**src/dqnp_name_store.sv**
```systemverilog
// Decoded name store: lowercases ASCII letters on write, registered read.
// Depends on nothing outside this file.
`default_nettype none

module dqnp_name_store #(
   parameter int DEPTH = 256,
   parameter int AW    = 8
) (
   input  wire logic          clock,
   input  wire logic          we,
   input  wire logic [AW-1:0] waddr,
   input  wire logic [7:0]    wdata,
   input  wire logic [AW-1:0] raddr,
   output logic      [7:0]    rdata
);

   logic [7:0] mem [DEPTH];
   logic [7:0] lower_char;

   always_comb begin
      lower_char = wdata;
      if (wdata >= 8'h41 && wdata <= 8'h5A) begin
         lower_char = wdata + 8'h20;
      end
   end

   always_ff @(posedge clock) begin
      if (we) begin
         mem[waddr] <= lower_char;
      end
      rdata <= mem[raddr];
   end

endmodule

`default_nettype wire

```
**config.mk**
```make
export PLATFORM = sky130hd
export DESIGN_NAME = dqnp_name_store
export DESIGN_NICKNAME = d
export VERILOG_FILES = /design/src/dqnp_name_store.sv
export SDC_FILE = /design/constraint.sdc
export NUM_CORES = 2
export LEC_CHECK = 0
export BUFFER_PORTS_ARGS = -buffer_cell sky130_fd_sc_hd__buf_2
export CORE_MARGIN = 5
export CORE_UTILIZATION = 50
export DETAILED_ROUTE_END_ITERATION = 8
export HOLD_SLACK_MARGIN = 0.05
export PLACE_DENSITY_LB_ADDON = 0.3
export SYNTH_ARGS = -nofsm -noshare
export SYNTH_HDL_FRONTEND = slang
export SYNTH_SLANG_ARGS = --single-unit
```
**constraint.sdc**
```tcl
create_clock -name clock -period 7.1 [get_ports clock]
set_clock_uncertainty 0.2 [all_clocks]
set_input_delay 1.42 -clock clock [delete_from_list [all_inputs] [get_ports clock]]
set_output_delay 1.42 -clock clock [all_outputs]
set_load 0.1 [all_outputs]
```
# After elaboration in Yosys (flattened, before gate mapping)
# Memories as Yosys holds them, arrays and structs flattened. A register that Yosys moved wholly into a read port is not among the register bits.
# Cells that the tools add are included.
# totals
register_bits	0
ramBits	2048
inputBits	26
out_inout_bits	8
elab_cells	8
memories	1
# classes
addsub	1
order_cmp	2
muxes	3
n_reduce_logical	1
# memory_table
name	depth	width	read_ports	rd_ports_with_merged_regs	write_ports	line	rtl
mem	256	8	1	1	1	17	logic [7:0] mem [DEPTH];
# ops
operator	n
adder 8 x 6 -> 8 bit, second input constant	1
>= comparator 8 x 7 -> 1 bit, second input constant	1
<= comparator 8 x 7 -> 1 bit, second input constant	1
two-way mux 8 bit	1
two-way mux 1 bit	2
logical AND 1 bit	1

# Longest topological paths before layout
# depth
depth_word	3
depth_mapped	12
ltp_nobuf	6

# Worst setup path before layout
# OpenSTA, ideal clock, no wires.
# synth_path
path_kind	input -> register
from	in wdata[2]
to	mem mem[0][6] (data pin)
setup_time_ps	917
t_arrival_ps	5639
t_required_ps	5983
setup_slack_ps	344
path_stages	3
path_buffers	0
cell_sequence	or4_1 > o22ai_1 > o41a_1
# synth_between
elab_chain_cells	3
word_cells_on_any_way	5
# synth_lines
element	line	rtl
start: declaration	12	input wire logic [7:0] wdata,
>= comparator 8 x 7 -> 1 bit or <= comparator 8 x 7 -> 1 bit (tied branches)	22	if (wdata >= 8'h41 && wdata <= 8'h5A) begin
logical AND 1 bit	22	
two-way mux 8 bit (*)	22	
named net lower_char[6]	18	logic [7:0] lower_char;
end: declaration	17	
# The timed path passes the listed nets; every way through them passes the cells marked *.

==> flow_metrics.tcl <==
set metrics [dict create \
    synth_warnings 0 \
    grt_start_max_net_pins 208 \
    postSynthAreaPerCell_sq_um 21.22 \
    critPathCapture "rdata[7]" \
    synth_fa_ha_area_share_pct 0.01572 \
    clk_path_buf_depth 3 \
    p_leak_nw 27.04 \
    root_buffer "clkbuf_16" \
    synth-edff-count 2048 \
    final_cell_area_sq_um 88220 \
    vias 38680 \
    initial_core_util_pct 50.25 \
    multi_input_area_sq_um 16510 \
    first_pass_iters 6 \
    dp_cells 5702 \
    swShare_pct 21.18 \
    cp_max_fo 59 \
    rr_worst_depth 6 \
    synth_xor_area_share_pct 0 \
    cell_internal_pwr_mw 19.79 \
    r2r_start "mem[7][1]" \
    synth_cell_types 59 \
    track_usage_pct 23.09 \
    die_height_um 409.0 \
    r2r_slack_ps 3850 \
    muxShareOfSynthArea_pct 14.37 \
    syn-num-nets 3778 \
    synth_top_family_by_area "multiplexers" \
    maxSlewViolCount 0 \
    detail_route.wl_per_cell_um 31.79 \
    drive_gt1_share_pct 21.97 \
    drv_cap 0 \
    synth_area_sq_um 79580 \
    cts_tree "done" \
    rsz0062_at_grt "false" \
    clkPwrFrac_pct 41.5 \
    grt_pass1_wl_um 280000 \
    portBuffers 33 \
    maxSlewHeadroom_pct 8.184 \
    dominantRegCellSynth "edfxtp_1" \
    critical_path.startpoint "raddr[0]" \
    seq_area_sq_um 61660 \
    postSynthCellCount 3751 \
    setup.worst_path.class "input port to flip-flop" \
    setup_viol 0 \
    yosys.area_share.simple_pct 2.550 \
    worstMarginPinSlew_ps 1365 \
    min_period_over_period_pct 66.36 \
    pwr-share-seq_pct 53.5 \
    cts_hold_buffers 0 \
    crit_arrival_ps 5160 \
    final_hold_viol_count 0 \
    crit_path_end_kind "flip-flop" \
    dpl.hpwl_um 115600 \
    fill_cells 11490 \
    power_mw 25.10 \
    antenna_found_initial 14 \
    ant_nets 0 \
    drt_iter0_markers 5354 \
    p_sw_mw 5.317 \
    comb_power_share_pct 5.0 \
    r2r_end "rdata[1]" \
    htreeDepth 4 \
    status "finished clean" \
    num_rows 146 \
    cts_resized 0 \
    period_minus_slack_ps 4712 \
    ys_seq_area_share_pct 77.48 \
    dieArea_sq_um 167200 \
    powerDensity_nw_per_um2 284.6 \
    drc 0 \
    gp_congestion 0.8709 \
    fmax_mhz 212.2 \
    min-delay-start "mem[63][2]" \
    ir_drop_uv 294.3 \
    ios 34 \
    path_clk_slew_ps 70 \
    postLayoutCoreUtil_pct 55.70 \
    required_ps 7550 \
    grt_overflow 0 \
    grt_pass1_vias 38540 \
    cts.sinks 2056 \
    viasPerCell 6.381 \
    placed_area_sq_um 81820 \
    postCtsSetupBuffers 0 \
    final_cells 6062 \
    design.core.area_sq_um 158400 \
    yosys_register_bits 2056 \
    wl_um 192700 \
    start_kind "input port" \
    area_growth_pct 10.85 \
    async_reset_ff_share_pct 0 \
    hold_path_class "flip-flop to flip-flop" \
    fin_nets 3852 \
    clk_latency_ps 830 \
    final.setup.tns_ps 0 \
    die_w_um 409.0 \
    synth_compound_area_share_pct 3.712 \
    cts_inserted_buffers 193 \
]
-- stage by stage --
stage	worst slack, ps	hold WS [ps]
5_1_grt	2067	805.7
3_5_place_dp	1537	736.3
4_1_cts	2415	724.3
6_report	2388	708.6
2_1_floorplan	344.0	476.3
3_3_place_gp	1207	670.2
-- metal layers --
layer,wire [um],GRT usage [%],share of wire (%)
met2,90880,35.74,47
met5,64,0,0.033
met1,77420,33.43,40
met4,5629,6.426,2.9
met3,18700,5.424,9.7
-- state kept, by name (all words and copies together) (netlist names) --
register	cells
rdata	8
mem	2048
-- power by group through the flow --
stage	clock network, mW	logic [mW]	registers, mW
global route	11.1	1.32	13.4
global placement	0	1.24	13.7
CTS	10.5	1.26	13.4
detailed placement	0	1.26	13.7
floorplan	0	0.690	13.7
finish	10.4	1.26	13.4
-- logic make-up (layout without fill, tap and decap cells) --
kind of cell | count (synthesis) | count (layout)
AND/OR/NAND/NOR | 454 | 454
buffers and inverters | 240 | 472
other | 0 | 7
flip-flops | 2056 | 2056
multiplexers | 574 | 574
adder cells (fa/ha/maj) | 1 | 1
AO/OA/AOI/OAI | 426 | 426
-- cell type report --
class	instances	area share, %
Antenna cell	7	0.01986
Clock buffer	238	5.845
Clock inverter	115	1.386
Inverter	3	0.01276
Multi-Input combinational cell	1455	18.71
Sequential cell	2056	69.89
Tap cell	2072	2.939
Timing Repair Buffer	116	1.194
-- synthesized netlist by cell type, types with 12 or more instances --
library cell | number | share of area, %
nor4_1 | 28 | 0.22
o221ai_1 | 31 | 0.34
nand3_1 | 25 | 0.16
clkbuf_1 | 108 | 0.51
buf_6 | 23 | 0.33
a22oi_1 | 164 | 1.5
buf_12 | 12 | 0.30
mux4_2 | 446 | 13
a211oi_1 | 13 | 0.12
nand2_1 | 40 | 0.19
edfxtp_1 | 2048 | 77
buf_4 | 29 | 0.27
a21oi_1 | 117 | 0.74
buf_2 | 53 | 0.33
nor2b_1 | 17 | 0.13
nor3_1 | 23 | 0.14
o22ai_1 | 28 | 0.22
mux2i_1 | 112 | 1.4
nor2_1 | 280 | 1.3
-- worst max-delay path, stage by stage --
cell	delay (ps)
buf_8	500
buf_12	320
buf_4	430
mux4_2	570
mux4_2	480
nor2_1	100
nor4_1	90
o32ai_1	870
nor3_1	140
-- worst min path at each step --
stage                  to  slack (ps)  cells after the start
3_3_place_gp     rdata[2]         670                      4
5_1_grt        mem[12][4]         810                      1
2_1_floorplan    rdata[1]         480                      4
4_1_cts          rdata[2]         720                      4
3_5_place_dp     rdata[2]         740                      4
6_report         rdata[2]         710                      4
-- layout by cell type, fill, tap and decap left out, drive strengths merged, types with 9 or more instances in the layout --
master	instances
a221oi	9
nor2	280
nand4	9
nand2b	9
nand3	25
o221ai	33
a22oi	164
nor2b	17
mux2i	112
edfxtp	2048
a211oi	13
buf	114
nor4	29
mux2	10
nor3	23
inv	9
nand2	40
clkinv	81
mux4	452
o22ai	28
bufinv	23
clkbuf	240
a21oi	117
Power figures use the tool's default switching activity.
