$ cat src/dqnp_pkg.sv
// Shared types and constants for the DNS question name parser.
// No dependencies; imported by dqnp_walker, the top level and the checker.
`default_nettype none

package dqnp_pkg;

   localparam int HEADER_BYTES = 12;
   localparam int QDCOUNT_HI   = 4;
   localparam int QDCOUNT_LO   = 5;
   localparam int MAX_CHUNKS   = 32;
   localparam int CHUNK_CHARS  = 8;
   localparam int TYPE_CLASS_BYTES = 4;
   localparam logic [1:0] PTR_TAG   = 2'b11;
   localparam logic [1:0] LABEL_TAG = 2'b00;
   localparam logic [7:0] DOT_CHAR  = 8'h2E;

   typedef enum logic [1:0] {
      ST_OK,
      ST_BAD_HEADER,
      ST_BAD_NAME,
      ST_TRUNCATED
   } status_type;

   typedef enum logic [4:0] {
      S_IDLE,
      S_HDR_LEN,
      S_HDR_RD5,
      S_HDR_LO,
      S_LBL_REQ,
      S_LBL,
      S_PTR,
      S_COPY,
      S_TAIL,
      S_QT_RD1,
      S_QT_LO,
      S_NAME_RD,
      S_NAME_CAP,
      S_OUT,
      S_ERR
   } state_type;

   typedef struct packed {
      logic        strobe;
      logic [63:0] name_chunk;
      logic [3:0]  chunk_bytes;
      logic        final_res;
      status_type  status;
      logic [15:0] query_type;
      logic [11:0] question_end;
   } rsp_type;

endpackage

`default_nettype wire

$ cat src/dqnp_walker.sv
// Sequencer: loads message bytes, checks the header, walks labels and pointers,
// and emits the name in chunks. Uses dqnp_pkg; drives both stores.
`default_nettype none

module dqnp_walker #(
   parameter int PACKET_BYTES  = 2048,
   parameter int NAME_CAPACITY = 256,
   parameter int JUMP_LIMIT    = 16
) (
   input  wire logic clock,
   input  wire logic reset,
   input  wire logic start,
   input  wire logic last_byte,
   output logic busy,
   output logic pkt_we,
   output logic [$clog2(PACKET_BYTES)-1:0] pkt_waddr,
   output logic [$clog2(PACKET_BYTES)-1:0] pkt_raddr,
   input  wire logic [7:0] pkt_rdata,
   output logic name_we,
   output logic [$clog2(NAME_CAPACITY)-1:0] name_waddr,
   output logic [7:0] name_wdata,
   output logic [$clog2(NAME_CAPACITY)-1:0] name_raddr,
   input  wire logic [7:0] name_rdata,
   output dqnp_pkg::rsp_type rsp
);

   import dqnp_pkg::*;

   localparam int AW  = $clog2(PACKET_BYTES);
   localparam int CW  = $clog2(PACKET_BYTES + 1);
   localparam int OW  = ((CW > 14) ? CW : 14) + 1;
   localparam int NAW = $clog2(NAME_CAPACITY);
   localparam int NLW = $clog2(NAME_CAPACITY + 1);
   localparam int NCW = NLW + 7;
   localparam int BW  = NLW + 1;
   localparam int JW  = $clog2(JUMP_LIMIT + 1);

   state_type      state_ff, state_in;
   logic [CW-1:0]  count_ff, count_in;
   logic [OW-1:0]  woff_ff, woff_in;
   logic [OW-1:0]  after_ff, after_in;
   logic           have_after_ff, have_after_in;
   logic [JW-1:0]  jumps_ff, jumps_in;
   logic [NLW-1:0] n_ff, n_in;
   logic [5:0]     lcnt_ff, lcnt_in;
   logic           pend_ff, pend_in;
   logic [7:0]     tmp_ff, tmp_in;
   logic [15:0]    qt_ff, qt_in;
   status_type     status_ff, status_in;
   logic [NLW-1:0] base_ff, base_in;
   logic [4:0]     k_ff, k_in;
   logic [2:0]     pos_ff, pos_in;
   logic [63:0]    word_ff, word_in;

   logic [OW-1:0]  len_ext;
   logic [OW-1:0]  woff_inc;
   logic [NLW-1:0] rem;
   logic [3:0]     cnt4;
   logic           last_chunk;
   logic [11:0]    qend;

   assign len_ext    = {{(OW-CW){1'b0}}, count_ff};
   assign woff_inc   = woff_ff + OW'(1);
   assign rem        = n_ff - base_ff;
   assign cnt4       = (rem > NLW'(CHUNK_CHARS)) ? 4'(CHUNK_CHARS) : rem[3:0];
   assign last_chunk = (BW'(base_ff) + BW'(CHUNK_CHARS) >= BW'(n_ff))
                       || (k_ff == 5'(MAX_CHUNKS - 1));
   assign qend       = 12'(after_ff + OW'(TYPE_CLASS_BYTES));
   assign busy       = (state_ff != S_IDLE);

   always_ff @(posedge clock) begin
      if (reset) begin
         state_ff <= S_IDLE;
         count_ff <= '0;
         pend_ff  <= 1'b0;
      end else begin
         state_ff <= state_in;
         count_ff <= count_in;
         pend_ff  <= pend_in;
      end
      woff_ff       <= woff_in;
      after_ff      <= after_in;
      have_after_ff <= have_after_in;
      jumps_ff      <= jumps_in;
      n_ff          <= n_in;
      lcnt_ff       <= lcnt_in;
      tmp_ff        <= tmp_in;
      qt_ff         <= qt_in;
      status_ff     <= status_in;
      base_ff       <= base_in;
      k_ff          <= k_in;
      pos_ff        <= pos_in;
      word_ff       <= word_in;
   end

   always_comb begin
      state_in      = state_ff;
      count_in      = count_ff;
      woff_in       = woff_ff;
      after_in      = after_ff;
      have_after_in = have_after_ff;
      jumps_in      = jumps_ff;
      n_in          = n_ff;
      lcnt_in       = lcnt_ff;
      pend_in       = pend_ff;
      tmp_in        = tmp_ff;
      qt_in         = qt_ff;
      status_in     = status_ff;
      base_in       = base_ff;
      k_in          = k_ff;
      pos_in        = pos_ff;
      word_in       = word_ff;
      pkt_we        = 1'b0;
      pkt_waddr     = count_ff[AW-1:0];
      pkt_raddr     = woff_ff[AW-1:0];
      name_we       = 1'b0;
      name_waddr    = n_ff[NAW-1:0];
      name_wdata    = pkt_rdata;
      name_raddr    = NAW'(base_ff + NLW'(pos_ff));
      rsp           = '0;

      unique case (state_ff)
         S_IDLE: begin
            if (start) begin
               if (count_ff < CW'(PACKET_BYTES)) begin
                  pkt_we   = 1'b1;
                  count_in = count_ff + CW'(1);
               end
               if (last_byte) begin
                  state_in = S_HDR_LEN;
               end
            end
         end
         S_HDR_LEN: begin
            pkt_raddr = AW'(QDCOUNT_HI);
            if (count_ff < CW'(HEADER_BYTES)) begin
               status_in = ST_BAD_HEADER;
               state_in  = S_ERR;
            end else begin
               state_in = S_HDR_RD5;
            end
         end
         S_HDR_RD5: begin
            tmp_in    = pkt_rdata;
            pkt_raddr = AW'(QDCOUNT_LO);
            state_in  = S_HDR_LO;
         end
         S_HDR_LO: begin
            if (tmp_ff == 8'h00 && pkt_rdata == 8'h00) begin
               status_in = ST_BAD_HEADER;
               state_in  = S_ERR;
            end else begin
               woff_in       = OW'(HEADER_BYTES);
               jumps_in      = '0;
               n_in          = '0;
               have_after_in = 1'b0;
               state_in      = S_LBL_REQ;
            end
         end
         S_LBL_REQ: begin
            if (woff_ff >= len_ext) begin
               status_in = ST_BAD_NAME;
               state_in  = S_ERR;
            end else begin
               state_in = S_LBL;
            end
         end
         S_LBL: begin
            if (pkt_rdata == 8'h00) begin
               if (!have_after_ff) begin
                  after_in = woff_inc;
               end
               if (n_ff == '0) begin
                  name_we    = 1'b1;
                  name_wdata = DOT_CHAR;
                  n_in       = NLW'(1);
               end else if (n_ff > NLW'(1)) begin
                  n_in = n_ff - NLW'(1);
               end
               state_in = S_TAIL;
            end else if (pkt_rdata[7:6] == PTR_TAG) begin
               pkt_raddr = woff_inc[AW-1:0];
               if (woff_inc >= len_ext || jumps_ff == JW'(JUMP_LIMIT)) begin
                  status_in = ST_BAD_NAME;
                  state_in  = S_ERR;
               end else begin
                  jumps_in = jumps_ff + JW'(1);
                  if (!have_after_ff) begin
                     after_in      = woff_ff + OW'(2);
                     have_after_in = 1'b1;
                  end
                  tmp_in   = pkt_rdata;
                  state_in = S_PTR;
               end
            end else if (pkt_rdata[7:6] != LABEL_TAG
                         || woff_inc + OW'(pkt_rdata) > len_ext
                         || NCW'(n_ff) + NCW'(pkt_rdata) + NCW'(2)
                            >= NCW'(NAME_CAPACITY)) begin
               status_in = ST_BAD_NAME;
               state_in  = S_ERR;
            end else begin
               lcnt_in  = pkt_rdata[5:0];
               woff_in  = woff_inc;
               pend_in  = 1'b0;
               state_in = S_COPY;
            end
         end
         S_PTR: begin
            woff_in  = OW'({tmp_ff[5:0], pkt_rdata});
            state_in = S_LBL_REQ;
         end
         S_COPY: begin
            if (pend_ff) begin
               name_we    = 1'b1;
               name_wdata = pkt_rdata;
               n_in       = n_ff + NLW'(1);
            end
            if (lcnt_ff != 6'd0) begin
               woff_in = woff_inc;
               lcnt_in = lcnt_ff - 6'd1;
               pend_in = 1'b1;
            end else begin
               pend_in = 1'b0;
               if (!pend_ff) begin
                  name_we    = 1'b1;
                  name_wdata = DOT_CHAR;
                  n_in       = n_ff + NLW'(1);
                  state_in   = S_LBL_REQ;
               end
            end
         end
         S_TAIL: begin
            pkt_raddr = after_ff[AW-1:0];
            if (after_ff + OW'(TYPE_CLASS_BYTES) > len_ext) begin
               status_in = ST_TRUNCATED;
               state_in  = S_ERR;
            end else begin
               state_in = S_QT_RD1;
            end
         end
         S_QT_RD1: begin
            qt_in[15:8] = pkt_rdata;
            pkt_raddr   = AW'(after_ff + OW'(1));
            state_in    = S_QT_LO;
         end
         S_QT_LO: begin
            qt_in[7:0] = pkt_rdata;
            base_in    = '0;
            k_in       = '0;
            pos_in     = '0;
            word_in    = '0;
            state_in   = S_NAME_RD;
         end
         S_NAME_RD: begin
            state_in = S_NAME_CAP;
         end
         S_NAME_CAP: begin
            word_in[{pos_ff, 3'b000} +: 8] = name_rdata;
            if ({1'b0, pos_ff} == cnt4 - 4'd1) begin
               state_in = S_OUT;
            end else begin
               pos_in   = pos_ff + 3'd1;
               state_in = S_NAME_RD;
            end
         end
         S_OUT: begin
            rsp.strobe      = 1'b1;
            rsp.name_chunk  = word_ff;
            rsp.chunk_bytes = cnt4;
            rsp.status      = ST_OK;
            if (last_chunk) begin
               rsp.final_res    = 1'b1;
               rsp.query_type   = qt_ff;
               rsp.question_end = qend;
               count_in         = '0;
               state_in         = S_IDLE;
            end else begin
               base_in  = base_ff + NLW'(CHUNK_CHARS);
               k_in     = k_ff + 5'd1;
               pos_in   = '0;
               word_in  = '0;
               state_in = S_NAME_RD;
            end
         end
         S_ERR: begin
            rsp.strobe    = 1'b1;
            rsp.final_res = 1'b1;
            rsp.status    = status_ff;
            count_in      = '0;
            state_in      = S_IDLE;
         end
         default: begin
            state_in = S_IDLE;
         end
      endcase
   end

endmodule

`default_nettype wire

$ cat config.mk
export PLATFORM = sky130hd
export DESIGN_NAME = dqnp_walker
export DESIGN_NICKNAME = d
export VERILOG_FILES = /design/src/dqnp_pkg.sv /design/src/dqnp_walker.sv
export SDC_FILE = /design/constraint.sdc
export NUM_CORES = 1
export LEC_CHECK = 0
export ABC_AREA = 1
export ABC_CLOCK_PERIOD_IN_PS = 4950
export BUFFER_PORTS_ARGS = -buffer_cell sky130_fd_sc_hd__buf_2
export CORE_MARGIN = 2
export CORE_UTILIZATION = 30
export DETAILED_ROUTE_END_ITERATION = 10
export GPL_ROUTABILITY_DRIVEN = 0
export PLACE_DENSITY = 0.58
export RECOVER_POWER = 25
export SLEW_MARGIN = 10
export SYNTH_ARGS = -nofsm -noshare
export SYNTH_HDL_FRONTEND = slang
export SYNTH_SLANG_ARGS = --single-unit
$ cat constraint.sdc
create_clock -name clock -period 4.95 [get_ports clock]
set_clock_uncertainty 0.1 [all_clocks]
set_input_delay 0.99 -clock clock [delete_from_list [all_inputs] [get_ports clock]]
set_output_delay 0.99 -clock clock [all_outputs]
set_load 0.02 [all_outputs]
* Word level (Yosys, flattened, before mapping) *
Index checks and enable logic that the tools add are counted.

word-level totals
  register bits = 176
  logic and storage cells = 234
  output and inout bits = 149
  input port bits = 20

cells by class
  order comparisons = 10
  shift operators = 2
  $add $sub $neg = 20
  reduce and logical (&&, ||, !) cells = 36
  eq/ne operators = 44
  multiplexer cells = 105

operators with widths
  cell                                                                     count
  64-bit case mux with 3 select lines                                      1
  15-bit 2-to-1 mux                                                        10
  9-bit 2-to-1 mux                                                         8
  5-bit case mux with 14 select lines                                      1
  68-bit 2-to-1 mux                                                        1
  64-bit bitwise mux                                                       1
  64-bit 2-to-1 mux                                                        1
  8-bit by 8-bit variable shift with 64-bit output (first input constant)  1
  8-bit by 8-bit variable part select with 64-bit output                   1
  15-bit case mux with 4 select lines                                      1
  28-bit 2-to-1 mux                                                        2
  8-bit 2-to-1 mux                                                         7
  5-bit 2-to-1 mux                                                         11
  11-bit case mux with 5 select lines                                      1
  2-bit inequality test (second input constant)                            22
  12-bit 2-to-1 mux                                                        3
  12-bit case mux with 3 select lines                                      1
  5-bit by 4-bit == test with 1-bit output (second input constant)         7
  8-bit case mux with 2 select lines                                       2
  15-bit by 12-bit greater-or-equal comparator with 1-bit output           2
  15-bit by 12-bit > comparator with 1-bit output                          2
  4-bit 2-to-1 mux                                                         7
  9-bit case mux with 3 select lines                                       1
  6-bit 2-to-1 mux                                                         4
  61 further kinds                                                         119

* Logic depth before layout (Yosys ltp) *
Gate-level depths: netlist of the first run.

  depth after elaboration = 9
  mapped depth = 28
  mapped depth without buffers = 28

* Worst setup path before layout of the first run *
Ideal clock, no wire load.

  path kind = reg2reg
  start = register woff_ff[2]
  end = register woff_ff[0], enable pin
  setup time = 0.385 ns
  setup slack = 0.720 ns
  arrival time = 3.745 ns
  period minus slack after synthesis = 4.230 ns
  cell stages (with the launch flop) = 27
  required time = 4.465 ns
  path buffers = 0
  cell sequence = edfxtp_1 -> ha_1 -> nand2_1 -> nor2_4 -> xor2_1 -> inv_1 -> ha_1 -> nand2_1 -> inv_1 -> a21oi_1 -> nand2_1 -> nand2_1 -> nand2_1 -> nand2_1 -> xor2_1 -> ha_1 -> nand2_1 -> nor2_1 -> a211oi_1 -> nand2_1 -> nand2_1 -> nand2_1 -> nand2_1 -> nand3_1 -> nand2_1 -> inv_2 -> nor3_2

between the ends
  cells in the longest elaborated chain, start to end = 7

ends and longest elaborated chain
  what                                             RTL line            text
  start: declaration                               dqnp_walker.sv:40   logic [OW-1:0] woff_ff, woff_in;
  start signal: assignment                         dqnp_walker.sv:81   woff_ff <= woff_in;
  15-bit by 1-bit adder with 15-bit output         dqnp_walker.sv:63   assign woff_inc = woff_ff + OW'(1);
  15-bit by 8-bit adder with 15-bit output         dqnp_walker.sv:196  || woff_inc + OW'(pkt_rdata) > len_ext
  15-bit by 12-bit > comparator with 1-bit output  dqnp_walker.sv:196
  1-bit logical OR                                 dqnp_walker.sv:196
  1-bit logical OR                                 dqnp_walker.sv:197  || NCW'(n_ff) + NCW'(pkt_rdata) + NCW'(2)
  2-bit inequality test (no line)                  n/a
  6-bit AND reduction (no line)                    n/a

Every way passes these cells.
A chain may end at the register's enable or synchronous reset.

* Final worst setup path of the first run *
  start = register state_ff[0]
  end = output pkt_raddr[3]

between the ends
  cells in the longest elaborated chain, start to end = 2
  elaborated cells between the ends (all ways) = 6
  classes of those cells = eq/ne (5); mux (1)

ends and longest elaborated chain
  what                                                                    RTL line            text
  start: declaration                                                      dqnp_walker.sv:38   state_type state_ff, state_in;
  start signal: assignment                                                dqnp_walker.sv:77   state_ff <= state_in;
  5-bit by 4-bit == test with 1-bit output, or another cell as far along  dqnp_walker.sv:122  unique case (state_ff)
  11-bit case mux with 5 select lines (*)                                 dqnp_walker.sv:122
  end: declaration                                                        dqnp_walker.sv:17   output logic [$clog2(PACKET_BYTES)-1:0] pkt_raddr,

Every way passes the cells marked *; elsewhere a longest branch is shown, timed or not.

==> impl_metrics.yaml, run 1 <==
global_route:
  grt_first_pass_wirelength_mm: 63.43
  grt_max_degree: 58
  grt_use_met3: 0.04097
  grt.met1_usage: 0.2504
  grt_overflow_total: 0
  busiest_layer: "met2"
  globalRouteMet2Util: 0.2999
  grt_antenna_before_repair: 0
  grt_pass1_vias: 11004
  track_usage: 0.1886
pwr:
  p_leak_nw: 6.634
  clock_power_share: 0.248
  cellPowerDensity_nw_per_um2: 369.3
  p_seq_frac: 0.366
  p_sw_w: 0.002217
  swShare: 0.4112
  pwr-share-comb: 0.386
  p_int_w: 0.003174
  ir_worst_vdd_mv: 0.3036
run:
  maxCapViolations: 0
layout:
  finalInstanceArea_um2: 14600
  antenna_cells: 0
  fin_nets: 1904
  drive_gt1_frac: 0.1318
  fin_cells: 2330
  final_cell_mix: "inv_1 (275), nor2_1 (247), nand2_1 (240), edfxtp_1 (155), buf_2 (138)"
  mostFrequentLayoutCell: "inv_1"
  area_growth_pct: 14.62
  nFillCells: 4422
critical_path:
  slowest_delay_ns: 0.61
  cp.required_ns: 3.86
  path_delay_family: "simple AND/OR/NAND/NOR gates"
  critPathLaunchType: "flip-flop"
  critPathArrivalTime_ns: 3.59
  path_buf_inv: 5
  cp-end-kind: "output pin"
  cp_max_fo: 10
  path_common_cell: "inv_2"
  path_cells: "inv_2 -> nor2_1 -> inv_2 -> nor2_1 -> inv_2 -> nor2_2 -> inv_2 -> o22ai_1 -> a31oi_1 -> o21ai_1 -> buf_2"
  slowest_stage: "nor2_2"
  critical_path_class: "flip-flop to output pin"
timing:
  worstMarginPinSlew_ns: 1.135
  fmax_mhz: 213.7
  finalCriticalPeriod_ns: 4.679
  fin_ws_ns: 0.2705
  finalHoldViolations: 0
  relSlewSlack: 0.2436
  fin_crit_sh: 0.9454
  final_max_slew_viol_count: 0
  setup_viol: 0
  fin_tns_setup_ns: 0
  rsz0062_at_grt: "false"
place:
  dpl_cell_area_um2: 14100
  preCtsSetupSlack_ns: 0.4270
  dp_hpwl_mm: 32.24
  dp.cells: 2298
  portBuffers: 168
routing:
  routed_via_density: 5.020
  wl_mm: 41.49
  antenna_left: 0
  drt-pass1-iter-count: 6
  dr.first_iter.drc_count: 1040
  vias: 11697
  drc_errors: 0
  wl_per_cell_um: 17.81
clocking:
  clock_path_buffers: 2
  ctsHoldBuffers: 0
  clkLatencyLatePin_ns: 0.46
  numClockSinks: 172
  clk_pin_slew_ns: 0.07
  root_buffer: "clkbuf_16"
  cts_buffers: 17
  htree_levels: 4
  cts_tree: "done"
  cts_setup_buffers: 0
  postCtsResizedCells: 0
yosys:
  synth.cell_area_um2: 12740
  synth_edf_count: 155
  yosysSeqAreaShare: 0.3921
  yosysWarningCount: 0
  synth.distinct_cells: 50
  async_flop_share: 0
  netlist_instances: 1631
  syn_area_per_cell_um2: 7.809
  synthFlopType: "edfxtp_1"
  ys_seq_elements: 172
  syn_nets: 1757
min_path:
  hold_class: "flip-flop to flip-flop"
floorplanning:
  initial_core_util: 0.3037
  core_um2: 41950
  num_io_pins: 169
  row_count: 75
  die_w_um: 210.1
  dieArea_um2: 44120
  die_h_um: 210.1
status:
  outcome: "complete, no violations"
## metal layers
metal / wire length, um / part of all wire / up-vias
met3: 2920 / 0.070 / 78
met4: 1352 / 0.033 / 0
met1: 18530 / 0.45 / 5470
li1: - / - / 5694
met5: 0 / 0 / -
met2: 18680 / 0.45 / 455
## flip-flops by register name, summed over array words and instances, names as in the netlist, 5 cells and up
signal,flops
tmp_ff,8
lcnt_ff,6
n_ff,9
after_ff,15
base_ff,6
woff_ff,15
word_ff,64
qt_ff,16
count_ff,12
jumps_ff,5
k_ff,5
## synthesized netlist by cell type, types with 2 or more instances
cell	number	area (um2)
nand3_2	2	20.02
o21ai_1	3	15.01
o32ai_1	2	17.52
nand3_1	60	300.3
o21ai_2	3	26.28
a21oi_1	116	580.6
xnor2_1	8	70.07
nor2_1	242	908.4
ha_1	105	1314
a211oi_1	13	97.59
o21a_1	4	30.03
edfxtp_1	155	4654
xor2_1	46	402.9
o2111ai_1	5	43.79
nor3b_1	5	37.54
inv_2	14	52.55
nor2_2	15	93.84
a31oi_1	4	25.02
nand2_1	240	900.9
nor3_1	30	150.1
buf_2	3	15.01
nand2_4	2	22.52
inv_1	270	1013
nand3b_1	5	37.54
o211ai_1	5	37.54
nand4_1	26	162.7
buf_4	24	180.2
nor3_2	2	20.02
dfxtp_1	17	340.3
nand2_2	15	93.84
o21ai_0	106	530.5
nor2_4	7	78.83
clkbuf_1	30	112.6
nor4_1	7	43.79
o221ai_1	5	43.79
o21bai_1	4	30.03
o22ai_1	18	112.6
## cell families after synthesis
| kind of cell | share of synthesized area |
|---|---|
| AO/OA/AOI/OAI | 0.1296 |
| XOR/XNOR | 0.03713 |
| adder cells (fa/ha/maj) | 0.1047 |
| buffers and inverters | 0.1082 |
| flip-flops | 0.3921 |
| AND/OR/NAND/NOR | 0.2283 |
## through the flow
stage / hold slack [ns] / util / total power [W]
after floorplan: 0.3495 / - / 0.003356
after global placement: 0.3757 / 0.3361 / 0.004050
after detailed placement: 0.3936 / 0.3361 / 0.004074
after CTS: 0.4029 / 0.3494 / 0.005424
after global routing: 0.4533 / 0.3480 / 0.005701
final: 0.4040 / 0.3480 / 0.005391
## worst register-to-register path: stages, from the launching register on
cell and delay [ns]:
edfxtp_1 0.50, ha_1 0.30, nand2_1 0.19, xor2_1 0.31, inv_1 0.16, ha_1 0.36, nand3_1 0.09, nand2_1 0.14
nand2_1 0.06, nand2_1 0.12, nand2_2 0.08, nor2_4 0.11, xor2_1 0.16, ha_1 0.26, nand2_1 0.10, nor2_1 0.05
a211oi_1 0.16, nand2_1 0.08, nand2_1 0.05, nand2_1 0.04, nand2_1 0.09, nand3_1 0.09, nand2_1 0.07, inv_2 0.07
nor3_2 0.10, buf_4 0.28
## power groups by stage
stage	combinational (W)	clock (W)	sequential, W
after floorplan	0.00141	0	0.00195
after global placement	0.00205	0	0.00200
after detailed placement	0.00207	0	0.00200
after CTS	0.00208	0.00137	0.00197
after global routing	0.00229	0.00142	0.00199
final	0.00208	0.00134	0.00197
## area by class of cell
type                    count  area [um2]  area share
multi-input cells        1117        6366      0.4361
well taps                 539       674.4     0.04619
clock inverters            13       125.1    0.008570
flip-flops and latches    172        4995      0.3421
inverters                 285        1070     0.07328
repair buffers            185       935.9     0.06411
clock buffers              19       432.9     0.02965
## final timing paths
kind / from / to / slack (ns) / depth (start not counted)
max: state_ff[0] / pkt_raddr[3] / 0.27 / 11
min: pend_ff / pend_ff / 0.40 / 2
max reg2reg: woff_ff[1] / woff_ff[14] / 0.49 / 25
min reg2reg: pend_ff / pend_ff / 0.40 / 2
Note: power is estimated with default switching activity, not from simulation.
==> inputs of run 2 (changes only) <==
- BUFFER_PORTS_ARGS: -buffer_cell sky130_fd_sc_hd__buf_2 -> not set
- DONT_BUFFER_PORTS: not set -> 1
- PLACE_DENSITY: 0.58 -> 0.55
==> run 2 against run 1 <==
Effect of this change:
- non-clock buffer count is 166 lower
- clock power about the same
- wire length down 0.82%
- die area stayed put
- sequential share of layout area up 2.0 points
- global-route usage shrank 0.053 points
- core utilization down 1.9 points
- final cell count fell by 7.1%
- register-to-register slack got worse by 0.06 ns
- highest routed layer unchanged
==> impl_metrics.yaml, run 2 (synthesis gave the netlist of run 1 again) <==
status:
  outcome: "complete, no violations"
pwr:
  p_leak_nw: 5.888
  cellPowerDensity_nw_per_um2: 380.9
  ir_worst_vdd_mv: 0.2106
layout:
  top_register: "word_ff"
  largest_reg_flops: 64
  fin_cells: 2164
  final_cell_mix: "inv_1 (278), nor2_1 (246), nand2_1 (240), edfxtp_1 (155), a21oi_1 (116)"
  drive_gt1_frac: 0.06154
  area_growth_pct: 8.330
  reg_top3: "word_ff: 64 flops, qt_ff: 16 flops"
  antenna_cells: 0
  fin_nets: 1738
  mostFrequentLayoutCell: "inv_1"
timing:
  fin_ws_ns: 0.3400
  worstMarginPinSlew_ns: 1.146
  finalHoldViolations: 0
  fmax_mhz: 216.9
  finalCriticalPeriod_ns: 4.610
  fin_tns_setup_ns: 0
  setup_viol: 0
  rsz0062_at_grt: "false"
  relSlewSlack: 0.2361
  final_max_slew_viol_count: 0
  fin_crit_sh: 0.9313
routing:
  vias: 11136
  drc_errors: 0
  antenna_left: 0
  wl_mm: 41.15
  dr.first_iter.drc_count: 932
  wl_per_cell_um: 19.02
  routed_via_density: 5.146
  drt-pass1-iter-count: 5
run:
  maxCapViolations: 0
clocking:
  clkLatencyLatePin_ns: 0.48
  clk_pin_slew_ns: 0.08
  cts_tree: "done"
  root_buffer: "clkbuf_16"
  cts_buffers: 17
  clock_path_buffers: 2
  cts_setup_buffers: 0
  numClockSinks: 172
  postCtsResizedCells: 0
  htree_levels: 4
  ctsHoldBuffers: 0
critical_path:
  critical_path_class: "flip-flop to output pin"
  slowest_stage: "o221ai_1"
  critPathArrivalTime_ns: 3.52
  path_cells: "inv_1 -> nor2_1 -> inv_1 -> nor2_1 -> inv_2 -> nor2_2 -> inv_2 -> o221ai_1"
  critPathLaunchType: "flip-flop"
  cp-end-kind: "output pin"
  cp_max_fo: 10
  slowest_delay_ns: 0.65
  cp.required_ns: 3.86
global_route:
  track_usage: 0.1881
  grt_antenna_before_repair: 0
  grt_first_pass_wirelength_mm: 62.79
  grt_overflow_total: 0
  grt_pass1_vias: 10632
  grt_max_degree: 65
floorplanning:
  num_io_pins: 169
  row_count: 75
  initial_core_util: 0.3037
  die_h_um: 210.1
  core_um2: 41950
  dieArea_um2: 44120
  die_w_um: 210.1
min_path:
  hold_class: "flip-flop to flip-flop"
place:
  preCtsSetupSlack_ns: 0.5357
  dp.cells: 2132
  portBuffers: 0
  dp_hpwl_mm: 30.90
==> run 2: report_power, final <==
part | switching, W | leakage (nW) | internal, W
Combinational | 0.00139 | 4.05 | 0.000527
Sequential | 0.000166 | 1.56 | 0.00182
Clock | 0.000650 | 0.273 | 0.000704
Total | 0.00220 | 5.89 | 0.00305
==> run 2: path summary, 6_finish.rpt <==
check,startpoint,end,slack [ns],cells past startpoint
setup / recovery,state_ff[0],pkt_raddr[4],0.34,8
hold / removal,pend_ff,pend_ff,0.38,2
setup reg to reg,woff_ff[2],woff_ff[5],0.43,27
hold reg to reg,pend_ff,pend_ff,0.38,2
==> run 2: critical path, delay by kind of cell, from the launching register on <==
family | cells | cell delay [ns]
DFF | 1 | 0.40
AOI/OAI and AO/OA | 1 | 0.65
and+or+nand+nor | 3 | 1.23
buffers and inverters | 4 | 0.74
==> run 2: final cells by class <==
cell class              instances  area [um2]
multi-input cells            1117        6360
clock inverters                13       135.1
well taps                     539       674.4
flip-flops and latches        172        4995
repair buffers                 19       131.4
inverters                     285        1070
clock buffers                  19       432.9
fillers                      4434       28150
==> run 2: per-layer routing <==
metal  track usage  vias up  routed length (um)
met4       0.08804        0                1653
met3       0.04976       94                3473
met5             0        -                   0
met2        0.3064      439               18900
li1              -     5383                   -
met1        0.2326     5220               17120
==> run 2: per-stage QoR <==
step	util	hold slack [ns]	total power (W)	area [um2]
global route	0.3289	0.4430	0.005573	13800
floorplan	-	0.3495	0.003356	12740
finish	0.3289	0.3808	0.005255	13800
global placement	0.3161	0.3694	0.003910	13260
detailed placement	0.3161	0.3720	0.003933	13260
CTS	0.3296	0.3827	0.005312	13830
